`src/rtl/core/median_window_filter_defines.svh`:
```
// Assertion macros shared by the median window filter RTL.
`ifndef MEDIAN_WINDOW_FILTER_DEFINES_SVH
`define MEDIAN_WINDOW_FILTER_DEFINES_SVH

// Condition that must hold at every clock edge out of reset.
`define MWF_ASSERT_ALWAYS(lbl, cond, msg) \
    lbl: assert property (@(posedge aclk) disable iff (!aresetn) (cond)) else $error(msg);

// Antecedent in one cycle implies consequent in the same cycle.
`define MWF_ASSERT_IMPLY(lbl, ante, cons, msg) \
    lbl: assert property (@(posedge aclk) disable iff (!aresetn) (ante) |-> (cons)) \
        else $error(msg);

`endif

```
`src/rtl/core/mwf_pkg.sv`:
```
// Shared constants, types and command structs of the median window filter.
package mwf_pkg;

    localparam int MAX_RADIUS  = 3;
    localparam int MAX_WIDTH   = 1024;
    localparam int MAX_HEIGHT  = 1024;
    localparam int STORE_DEPTH = 2 * MAX_RADIUS * MAX_WIDTH + 2 * MAX_RADIUS + 1;
    localparam int ADDR_W      = $clog2(STORE_DEPTH);
    localparam int DIM_W       = 11;
    localparam int PIX_W       = 8;
    localparam int RAD_W       = 2;
    localparam int CFG_W       = 11;
    localparam int CFG_IDX_W   = 2;
    localparam int WIN_MAX     = (2 * MAX_RADIUS + 1) * (2 * MAX_RADIUS + 1);
    localparam int CNT_W       = $clog2(WIN_MAX + 1);
    localparam int SIDE_W      = $clog2(2 * MAX_RADIUS + 1);
    localparam int BIT_W       = $clog2(PIX_W);

    localparam logic OP_PIXEL = 1'b0;
    localparam logic OP_FLUSH = 1'b1;

    typedef enum logic [CFG_IDX_W-1:0] {
        CFG_RADIUS = 2'd0,
        CFG_WIDTH  = 2'd1,
        CFG_HEIGHT = 2'd2
    } cfg_idx_t;

    typedef enum logic [2:0] {
        ST_IDLE,
        ST_PREP,
        ST_CTR_RD,
        ST_CTR_DATA,
        ST_SCAN,
        ST_TALLY,
        ST_DELIVER
    } state_t;

    typedef struct packed {
        logic take;
        logic prep;
        logic rd_ctr;
        logic ld_ctr;
        logic scan;
        logic tally;
        logic load_out;
    } cmd_t;

    typedef struct packed {
        logic emit;
        logic interior;
        logic win_end;
        logic last_bit;
        logic out_free;
    } status_t;

endpackage

```
`src/rtl/core/mwf_ctrl.sv`:
```
// Controller state machine of the median window filter.
module mwf_ctrl (
    input  logic             aclk,
    input  logic             aresetn,
    input  logic             s_valid,
    output logic             s_ready,
    input  mwf_pkg::status_t status,
    output mwf_pkg::cmd_t    cmd
);
    import mwf_pkg::*;

    state_t state_reg;
    state_t state_next;

    always_ff @(posedge aclk) begin
        if (!aresetn) begin
            state_reg <= ST_IDLE;
        end else begin
            state_reg <= state_next;
        end
    end

    always_comb begin
        state_next = state_reg;
        unique case (state_reg)
            ST_IDLE: begin
                if (s_valid && status.emit) state_next = ST_PREP;
            end
            ST_PREP: begin
                state_next = status.interior ? ST_SCAN : ST_CTR_RD;
            end
            ST_CTR_RD:   state_next = ST_CTR_DATA;
            ST_CTR_DATA: state_next = ST_DELIVER;
            ST_SCAN: begin
                if (status.win_end) state_next = ST_TALLY;
            end
            ST_TALLY: begin
                state_next = status.last_bit ? ST_DELIVER : ST_SCAN;
            end
            ST_DELIVER: begin
                if (status.out_free) state_next = ST_IDLE;
            end
            default: state_next = ST_IDLE;
        endcase
    end

    always_comb begin
        cmd     = '0;
        s_ready = 1'b0;
        unique case (state_reg)
            ST_IDLE: begin
                s_ready  = 1'b1;
                cmd.take = s_valid;
            end
            ST_PREP:     cmd.prep = 1'b1;
            ST_CTR_RD:   cmd.rd_ctr = 1'b1;
            ST_CTR_DATA: cmd.ld_ctr = 1'b1;
            ST_SCAN:     cmd.scan = 1'b1;
            ST_TALLY:    cmd.tally = 1'b1;
            ST_DELIVER:  cmd.load_out = status.out_free;
            default: begin
            end
        endcase
    end

endmodule

```
`config.mk`:
```
export PLATFORM = sky130hd
export DESIGN_NAME = mwf_ctrl
export DESIGN_NICKNAME = d
export VERILOG_FILES = /design/src/rtl/core/median_window_filter_defines.svh /design/src/rtl/core/mwf_pkg.sv /design/src/rtl/core/mwf_ctrl.sv
export SDC_FILE = /design/constraint.sdc
export NUM_CORES = 1
export LEC_CHECK = 0
export ABC_AREA = 1
export BUFFER_PORTS_ARGS = -buffer_cell sky130_fd_sc_hd__buf_4
export CAP_MARGIN = 15
export CORE_AREA = 4 4 41 43
export CTS_CLUSTER_DIAMETER = 200
export DETAILED_ROUTE_END_ITERATION = 12
export DIE_AREA = 0 0 45 47
export PLACE_DENSITY = 0.5
export REMOVE_ABC_BUFFERS = 1
export SLEW_MARGIN = 20
export SYNTH_ARGS = -nofsm -noshare
export SYNTH_HDL_FRONTEND = slang
export SYNTH_SLANG_ARGS = --single-unit
```
`constraint.sdc`:
```
create_clock -name aclk -period 0.9 [get_ports aclk]
set_input_delay 0.09 -clock aclk [delete_from_list [all_inputs] [get_ports aclk]]
set_output_delay 0.09 -clock aclk [all_outputs]
set_load 0.03 [all_outputs]
```
==> results of run 1 <==
==> kinds of logic after synthesis <==
group,Yosys count
buf+inv,11
simple gates,25
compound gates,3
flops,3
==> layer usage <==
layer  part of all wire  global-route usage  up-vias
li1                   -                   -      182
met1               0.40             0.09255      154
met2               0.54              0.1638       10
met3              0.040             0.01533        2
met5                  0                   0        -
met4              0.022             0.07018        0
==> worst min-delay path: cells and delay by family <==
kind | cells | cell delay, ns
buffers and inverters | 2 | 0.12
and+or+nand+nor | 1 | 0.08
==> through the flow <==
stage | hold slack (ns) | power (mW) | utilization | cells | TNS, ns
2_1_floorplan | 0.2392 | 0.4419 | - | 40 | -1.789
3_3_place_gp | 0.3585 | 0.6145 | 0.3058 | 74 | -0.4887
3_5_place_dp | 0.3671 | 0.6116 | 0.3058 | 74 | -0.4414
4_1_cts | 0.1167 | 0.9797 | 0.3923 | 81 | -2.057
5_1_grt | 0.1189 | 1.142 | 0.4558 | 81 | -2.475
6_report | 0.1039 | 1.077 | 0.4558 | 81 | -1.947
==> timing repair <==
action                     CTS  global route
buffers inserted             3             0
setup endpoints to repair   11            11
gates resized for setup     20            22
pin swaps                    5             8
cloned                       0             0
==> where the power goes <==
group	switching [mW]	internal (mW)
Sequential	0.0537	0.163
Combinational	0.325	0.301
Clock	0.0687	0.166
==> layout make-up <==
cell class | instances | area share
Clock buffer | 4 | 0.04430
Inverter | 9 | 0.06962
Multi-Input combinational cell | 28 | 0.3608
Sequential cell | 3 | 0.1203
Tap cell | 15 | 0.03165
Timing Repair Buffer | 22 | 0.3734
==> layout by cell type, fill, tap and decap left out <==
cell,instances
buf_6,15
buf_4,7
nor2_2,6
inv_1,5
nor3_4,3
nand3_2,3
nor2_1,3
clkbuf_4,3
dfxtp_4,3
inv_2,2
nand2_2,2
nand4_1,2
nand3_1,2
inv_6,1
nor2_4,1
inv_4,1
and3_4,1
a21oi_1,1
o21ai_1,1
nand2_1,1
o21ai_0,1
nor3_2,1
clkbuf_1,1
==> final timing paths <==
path                     start  slack [ns]  cells past startpoint            to
setup / recovery  state_reg[1]       -0.24                      3        cmd[6]
hold / removal         aresetn        0.10                      3  state_reg[1]
setup reg to reg  state_reg[2]       -0.10                      6  state_reg[2]
hold reg to reg   state_reg[2]        0.62                      3  state_reg[2]
==> reports/qor.yml, run 1 <==
synthesis:
  synth_most_common_cell: "nor2_1"
  seq_area_frac_synth: 0.2376
  yosys.cell_types.count: 17
  ys_warn_count: 0
  syn_area_sq_um: 252.7
  synth_top_area_frac: 0.2376
  synth_edf_count: 0
  synth_xor_area_frac: 0
  synth_top_flop_cell: "dfxtp_1"
  synthArstFlopShare: 0
  synthMuxAreaShare: 0
  yosys.area_share.simple: 0.5050
  ys_ff_latch: 3
  synthAdderAreaFrac: 0
  synth_common_cells: "nor2_1 (8), inv_1 (6), nand3_1 (4)"
  syn_avg_cell_area_sq_um: 6.018
  ys_top_cells_by_area: "dfxtp_1 (24%), nor2_1 (12%), inv_1 (8.9%)"
  synth_top_family_by_area: "simple AND/OR/NAND/NOR gates"
  synthCells: 42
  yosysTopAreaCell: "dfxtp_1"
  synth-compound-area-share: 0.05941
global_routing:
  grt_usage: 0.09062
  antenna_found_initial: 0
  grt_max_degree: 8
  grt-ovfl-total: 0
  grt_pass1_vias: 361
  grt_pass1_wl_microns: 1386
timing:
  fin_crit_sh: 1.270
  drv_slew: 0
  skew_ns: 0.00003779
  timing.slew.headroom: 0.8379
  rsz0062_at_grt: "yes"
  max_freq_mhz: 875.2
  setup_violations: 11
  hold_violations: 0
  fin_crit_ns: 1.143
  tightest_slew_ns: 0.2406
  worst_slack_ns: -0.2426
critical_path:
  required_ns: 0.81
  worstPathMaxFanout: 7
  cpPeakStageDelay_ns: 0.37
  crit_type: "reg2out"
  crit_buf_inv: 1
  startpoint_type: "register"
  end_kind: "output port"
  crit_slowest_cell: "dfxtp_4"
  crit_arrival_ns: 1.05
  cp_top_family: "flip-flops"
  crit_chain: "nor2_4, and3_4, buf_6"
layout:
  nets: 75
  seq_area_sq_um: 71.32
  multiInputGateArea_sq_um: 214.0
  n_antenna_cell: 0
  area_growth_pct: 134.7
  stdcell_area_sq_um: 593.1
  drive_above_1_share: 0.7424
  nFillCells: 126
  largest_reg_flops: 3
drt:
  dr.pass1.iters: 1
  wl_microns: 827
  drt_iter0_markers: 0
  vias: 348
  drc: 0
  viasPerCell: 4.296
  wl_per_cell_microns: 10.21
  ant_nets: 0
floorplan:
  ioPinCount: 16
  start_util: 0.1942
  fp-row-count: 13
  die_y_microns: 47
  die_w_microns: 45
  core_region_area_sq_um: 1301
  die-area_sq_um: 2115
outcome:
  violations: "negative setup slack"
  status: "complete, but fails checks"
cts:
  htreeDepth: 1
  root_buffer: "clkbuf_4"
  path_clk_slew_ns: 0.03
  postCtsHoldBufs: 0
  cts.sinks: 3
  cts_buffers: 3
  clock_latency_ns: 0.23
  cts_tree: "done"
  max-clock-path-buffers: 2
placed_design:
  place_area_sq_um: 397.9
  port_buffers: 15
  dp_hpwl_microns: 582.4
  dp_slack_ns: -0.08686
  gp_congestion: 0.6860
pwr:
  powerDensity_nw_per_um2: 1816
  vdd.ir_drop.worst_v: 0.0006922
  leakage_nw: 0.2795
min_path:
  hold_class: "in2reg"
flow_run:
  cap_viol_max_count: 0
(Power assumes the default switching activity.)
==> inputs of run 2 (changes only) <==
- PLACE_DENSITY: 0.5 -> 0.48
- clock period: 0.9 -> 1.4 ns (I/O delays scaled with it)
==> run 2 against run 1 <==
  * Critical endpoint is now cmd[2]
  * Via count is 10% lower
  * Hold slack better by 0.057 ns
  * Combinational power is 62% lower
  * Final area is 33% lower
  * Sequential power is 40% lower
  * Global-route usage is 0.95 points lower
  * Highest routed layer unchanged
  * Core utilization is 15 points lower
  * The run now ends clean
==> reports/qor.yml, run 2 (synthesized netlist as in run 1, its figures left out) <==
global_routing:
  use_met2: 0.1158
  grt_pass1_vias: 301
  grt_pass1_wl_microns: 1179
  grt-ovfl-total: 0
  busiest_layer: "met2"
  grt_usage: 0.08117
  antenna_found_initial: 0
  grt_max_degree: 9
  met3_usage: 0.01149
  grtUsageMet1: 0.09255
timing:
  finalSetupTns_ns: 0
  max_freq_mhz: 817.5
  timing.slew.headroom: 0.8317
  fin_crit_sh: 0.8738
  drv_slew: 0
  holdWs_ns: 0.1609
  hold_violations: 0
  skew_ns: 0.001978
  fin_crit_ns: 1.223
  rsz0062_at_grt: "no"
  tightest_slew_ns: 0.2498
  setup_violations: 0
layout:
  nets: 68
  largest_reg_flops: 3
  area_growth_pct: 57.43
  final_cell_mix: "buf_4 (15), nor2_1 (8), inv_1 (6)"
  final_cells: 74
  drive_above_1_share: 0.4746
  n_antenna_cell: 0
  final_common_cell: "buf_4"
  nFillCells: 169
drt:
  vias: 313
  wl_microns: 672
  drt_iter0_markers: 1
  dr.pass1.iters: 2
  viasPerCell: 4.230
  ant_nets: 0
  wl_per_cell_microns: 9.081
  drc: 0
cts:
  cts.sinks: 3
  post_cts_buffers: 0
  cts_buffers: 3
  clock_latency_ns: 0.23
  path_clk_slew_ns: 0.04
  root_buffer: "clkbuf_4"
  cts_tree: "done"
  max-clock-path-buffers: 2
  htreeDepth: 1
critical_path:
  crit_type: "reg2out"
  r2r_start: "state_reg[2]"
  end_kind: "output port"
  reg2reg_slack_ns: 0.45
  crit_chain: "nor2_2, inv_1, nor2_1, buf_4"
  crit_slowest_cell: "dfxtp_2"
  reg2reg_depth: 5
  required_ns: 1.26
  cpPeakStageDelay_ns: 0.36
  rr_endpoint: "state_reg[2]"
  crit_arrival_ns: 1.08
  startpoint_type: "register"
  worstPathMaxFanout: 8
floorplan:
  die_y_microns: 47
  fp-row-count: 13
  die_w_microns: 45
  die-area_sq_um: 2115
  ioPinCount: 16
  start_util: 0.1942
  core_region_area_sq_um: 1301
min_path:
  hold_path_startpoint: "aresetn"
  hold_path_depth: 3
  hold_class: "in2reg"
  hold_end: "state_reg[1]"
placed_design:
  dp.cells: 70
  dp_hpwl_microns: 546.5
  port_buffers: 15
  gp_congestion: 0.6806
pwr:
  clock_power_share: 0.293
  vdd.ir_drop.worst_v: 0.0004065
  power_switching_mw: 0.2205
  powerDensity_nw_per_um2: 1312
  power_mw: 0.5221
  power.internal_mw: 0.3016
  p_seq_frac: 0.250
  leakage_nw: 0.2171
  combPwrFrac: 0.457
  p_sw_frac: 0.4223
flow_run:
  cap_viol_max_count: 0
outcome:
  status: "finished, final reports clean"
-- run 2: area by class of cell --
class,count,area [sq um],area share
multi-input combinational,28,142.6,0.3585
tap,15,18.77,0.04717
timing repair buffer,15,112.6,0.2830
sequential,3,63.81,0.1604
clock buffer,4,26.28,0.06604
inverter,9,33.78,0.08491
-- run 2: worst max path at each step --
stage	slack [ns]	endpoint	startpoint	cells past startpoint
after floorplan	0.07	cmd[0]	state_reg[1]	2
after global placement	0.30	cmd[0]	state_reg[1]	3
after detailed placement	0.33	state_reg[2]	state_reg[2]	5
after CTS	0.08	cmd[0]	state_reg[2]	3
after global routing	0.07	cmd[2]	state_reg[1]	4
final	0.18	cmd[2]	state_reg[1]	4
-- run 2: per-layer routing --
metal | vias up | share of wire
met4 | 0 | 0.037
li1 | 166 | -
met3 | 4 | 0.060
met5 | - | 0
met2 | 10 | 0.45
met1 | 133 | 0.45
-- run 2: through the flow --
stage                     setup WS, ns    util  area, sq um
after floorplan                0.06928       -        236.5
after global placement          0.3018  0.2827        367.9
after detailed placement        0.3340  0.2827        367.9
after CTS                      0.07748  0.3029        394.1
after global routing           0.06639  0.3058        397.9
final                           0.1767  0.3058        397.9
-- run 2: power by group through the flow --
stage / Clock [mW] / Combinational [mW] / Sequential, mW
6_report: 0.153 / 0.238 / 0.131
2_1_floorplan: 0 / 0.162 / 0.122
3_3_place_gp: 0 / 0.243 / 0.127
5_1_grt: 0.166 / 0.263 / 0.136
4_1_cts: 0.161 / 0.243 / 0.127
3_5_place_dp: 0 / 0.243 / 0.128
-- run 2: worst max-delay path, delay by kind of cell (launching register included) --
family / cells / cell delay, ns
flip-flops: 1 / 0.36
buffers and inverters: 2 / 0.24
AND/OR/NAND/NOR: 2 / 0.26
-- run 2: what timing repair did --
| action | 4_1_cts | 5_1_grt |
|---|---|---|
| setup endpoints to repair | 0 | 5 |
| hold buffers | 0 | 0 |
| gates resized for setup | 0 | 3 |
==> inputs of run 3 (changes only) <==
- PLACE_DENSITY: 0.48 -> 0.44
- SLEW_MARGIN: 20 -> unset
==> run 3 against run 2 <==
  * Routed wire length decreased by 0.89%
  * Cell count unchanged
  * Clock power about the same
  * Core utilization decreased by 0.096 points
  * Non-clock buffer count unchanged
  * Power decreased by 0.78%
  * Via count decreased by 3.2%
  * Register-to-register slack got worse by 0.06 ns
==> reports/qor.yml, run 3 (synthesized netlist as in run 1, its figures left out) <==
drt:
  wl_per_cell_microns: 9.000
  drt_iter0_markers: 0
  dr.pass1.iters: 1
  drc: 0
  vias: 303
  wl_microns: 666
  viasPerCell: 4.095
  ant_nets: 0
cts:
  clock_latency_ns: 0.23
  postCtsHoldBufs: 0
  cts_tree: "done"
  max-clock-path-buffers: 2
  htreeDepth: 1
  post_cts_buffers: 0
  cts.sinks: 3
  path_clk_slew_ns: 0.04
  cts_buffers: 3
  cts_resized: 0
  root_buffer: "clkbuf_4"
critical_path:
  crit_type: "reg2out"
  crit_slowest_cell: "dfxtp_1"
  cp_top_family: "flip-flops"
  required_ns: 1.26
  startpoint_type: "register"
  crit_arrival_ns: 1.12
  worstPathMaxFanout: 7
  cpPeakStageDelay_ns: 0.42
  end_kind: "output port"
  crit_buf_inv: 2
  crit_chain: "inv_2, nor3_1, buf_4"
timing:
  timing.slew.headroom: 0.8475
  fin_crit_ns: 1.262
  worst_slack_ns: 0.1379
  fin_crit_sh: 0.9015
  rsz0062_at_grt: "no"
  hold_violations: 0
  drv_slew: 0
  setup_violations: 0
  holdWs_ns: 0.1566
  max_freq_mhz: 792.3
  skew_ns: 0.003559
  finalSetupTns_ns: 0
  tightest_slew_ns: 0.2263
floorplan:
  start_util: 0.1942
  ioPinCount: 16
  fp-row-count: 13
  die-area_sq_um: 2115
  die_w_microns: 45
  core_region_area_sq_um: 1301
  die_y_microns: 47
global_routing:
  antenna_found_initial: 0
  grt_pass1_wl_microns: 1131
  grt-ovfl-total: 0
  grt_usage: 0.07504
  grt_pass1_vias: 286
  grt_max_degree: 9
layout:
  final_cells: 74
  final_common_cell: "buf_4"
  stdcell_area_sq_um: 396.6
  nFillCells: 171
  area_growth_pct: 56.93
  fin_util: 0.3048
  multiInputGateArea_sq_um: 142.6
  final_cell_mix: "buf_4 (15), nor2_1 (8), inv_1 (6)"
  largest_reg_flops: 3
  n_antenna_cell: 0
  nets: 68
  drive_above_1_share: 0.4576
  seq_area_sq_um: 62.56
placed_design:
  gp_congestion: 0.7087
  dp.cells: 70
  dp_hpwl_microns: 560.5
  place_area_sq_um: 367.9
  dp_slack_ns: 0.3186
  port_buffers: 15
pwr:
  vdd.ir_drop.worst_v: 0.0005413
  power_mw: 0.5181
  leakage_nw: 0.2168
  powerDensity_nw_per_um2: 1306
flow_run:
  cap_viol_max_count: 0
min_path:
  hold_class: "in2reg"
outcome:
  status: "finished, final reports clean"
-- run 3: cell counts in the layout (fill, tap and decap cells not counted) --
Identical to the previous run, type by type.
-- run 3: metal layers --
layer  share of wire  track usage  vias to the layer above
met5               0            0                        -
met4           0.023      0.07018                        0
met3           0.075      0.01533                        2
met2            0.43       0.1017                       10
met1            0.47      0.09773                      122
li1                -            -                      169
-- run 3: worst paths after layout --
path | startpoint | end | slack, ns | cells past startpoint
max reg2reg | state_reg[0] | state_reg[2] | 0.39 | 5
max | state_reg[0] | cmd[1] | 0.14 | 3
min | aresetn | state_reg[1] | 0.16 | 3
min reg2reg | state_reg[1] | state_reg[2] | 0.59 | 3
-- run 3: power by group --
| part | switching [mW] | leakage [nW] | internal [mW] |
|---|---|---|---|
| combinational | 0.146 | 0.176 | 0.0916 |
| sequential | 0.0265 | 0.0255 | 0.102 |
| clock | 0.0458 | 0.0150 | 0.107 |
-- run 3: worst min-delay path, stage by stage --
cell and delay, ns:
buf_4 0.08, inv_1 0.05, nor2_1 0.08
-- run 3: cell type report --
class | instances | share of cell area
clock buffers | 4 | 0.06625
inverters | 9 | 0.08517
multi-input cells | 28 | 0.3596
flip-flops and latches | 3 | 0.1577
well taps | 15 | 0.04732
repair buffers | 15 | 0.2839
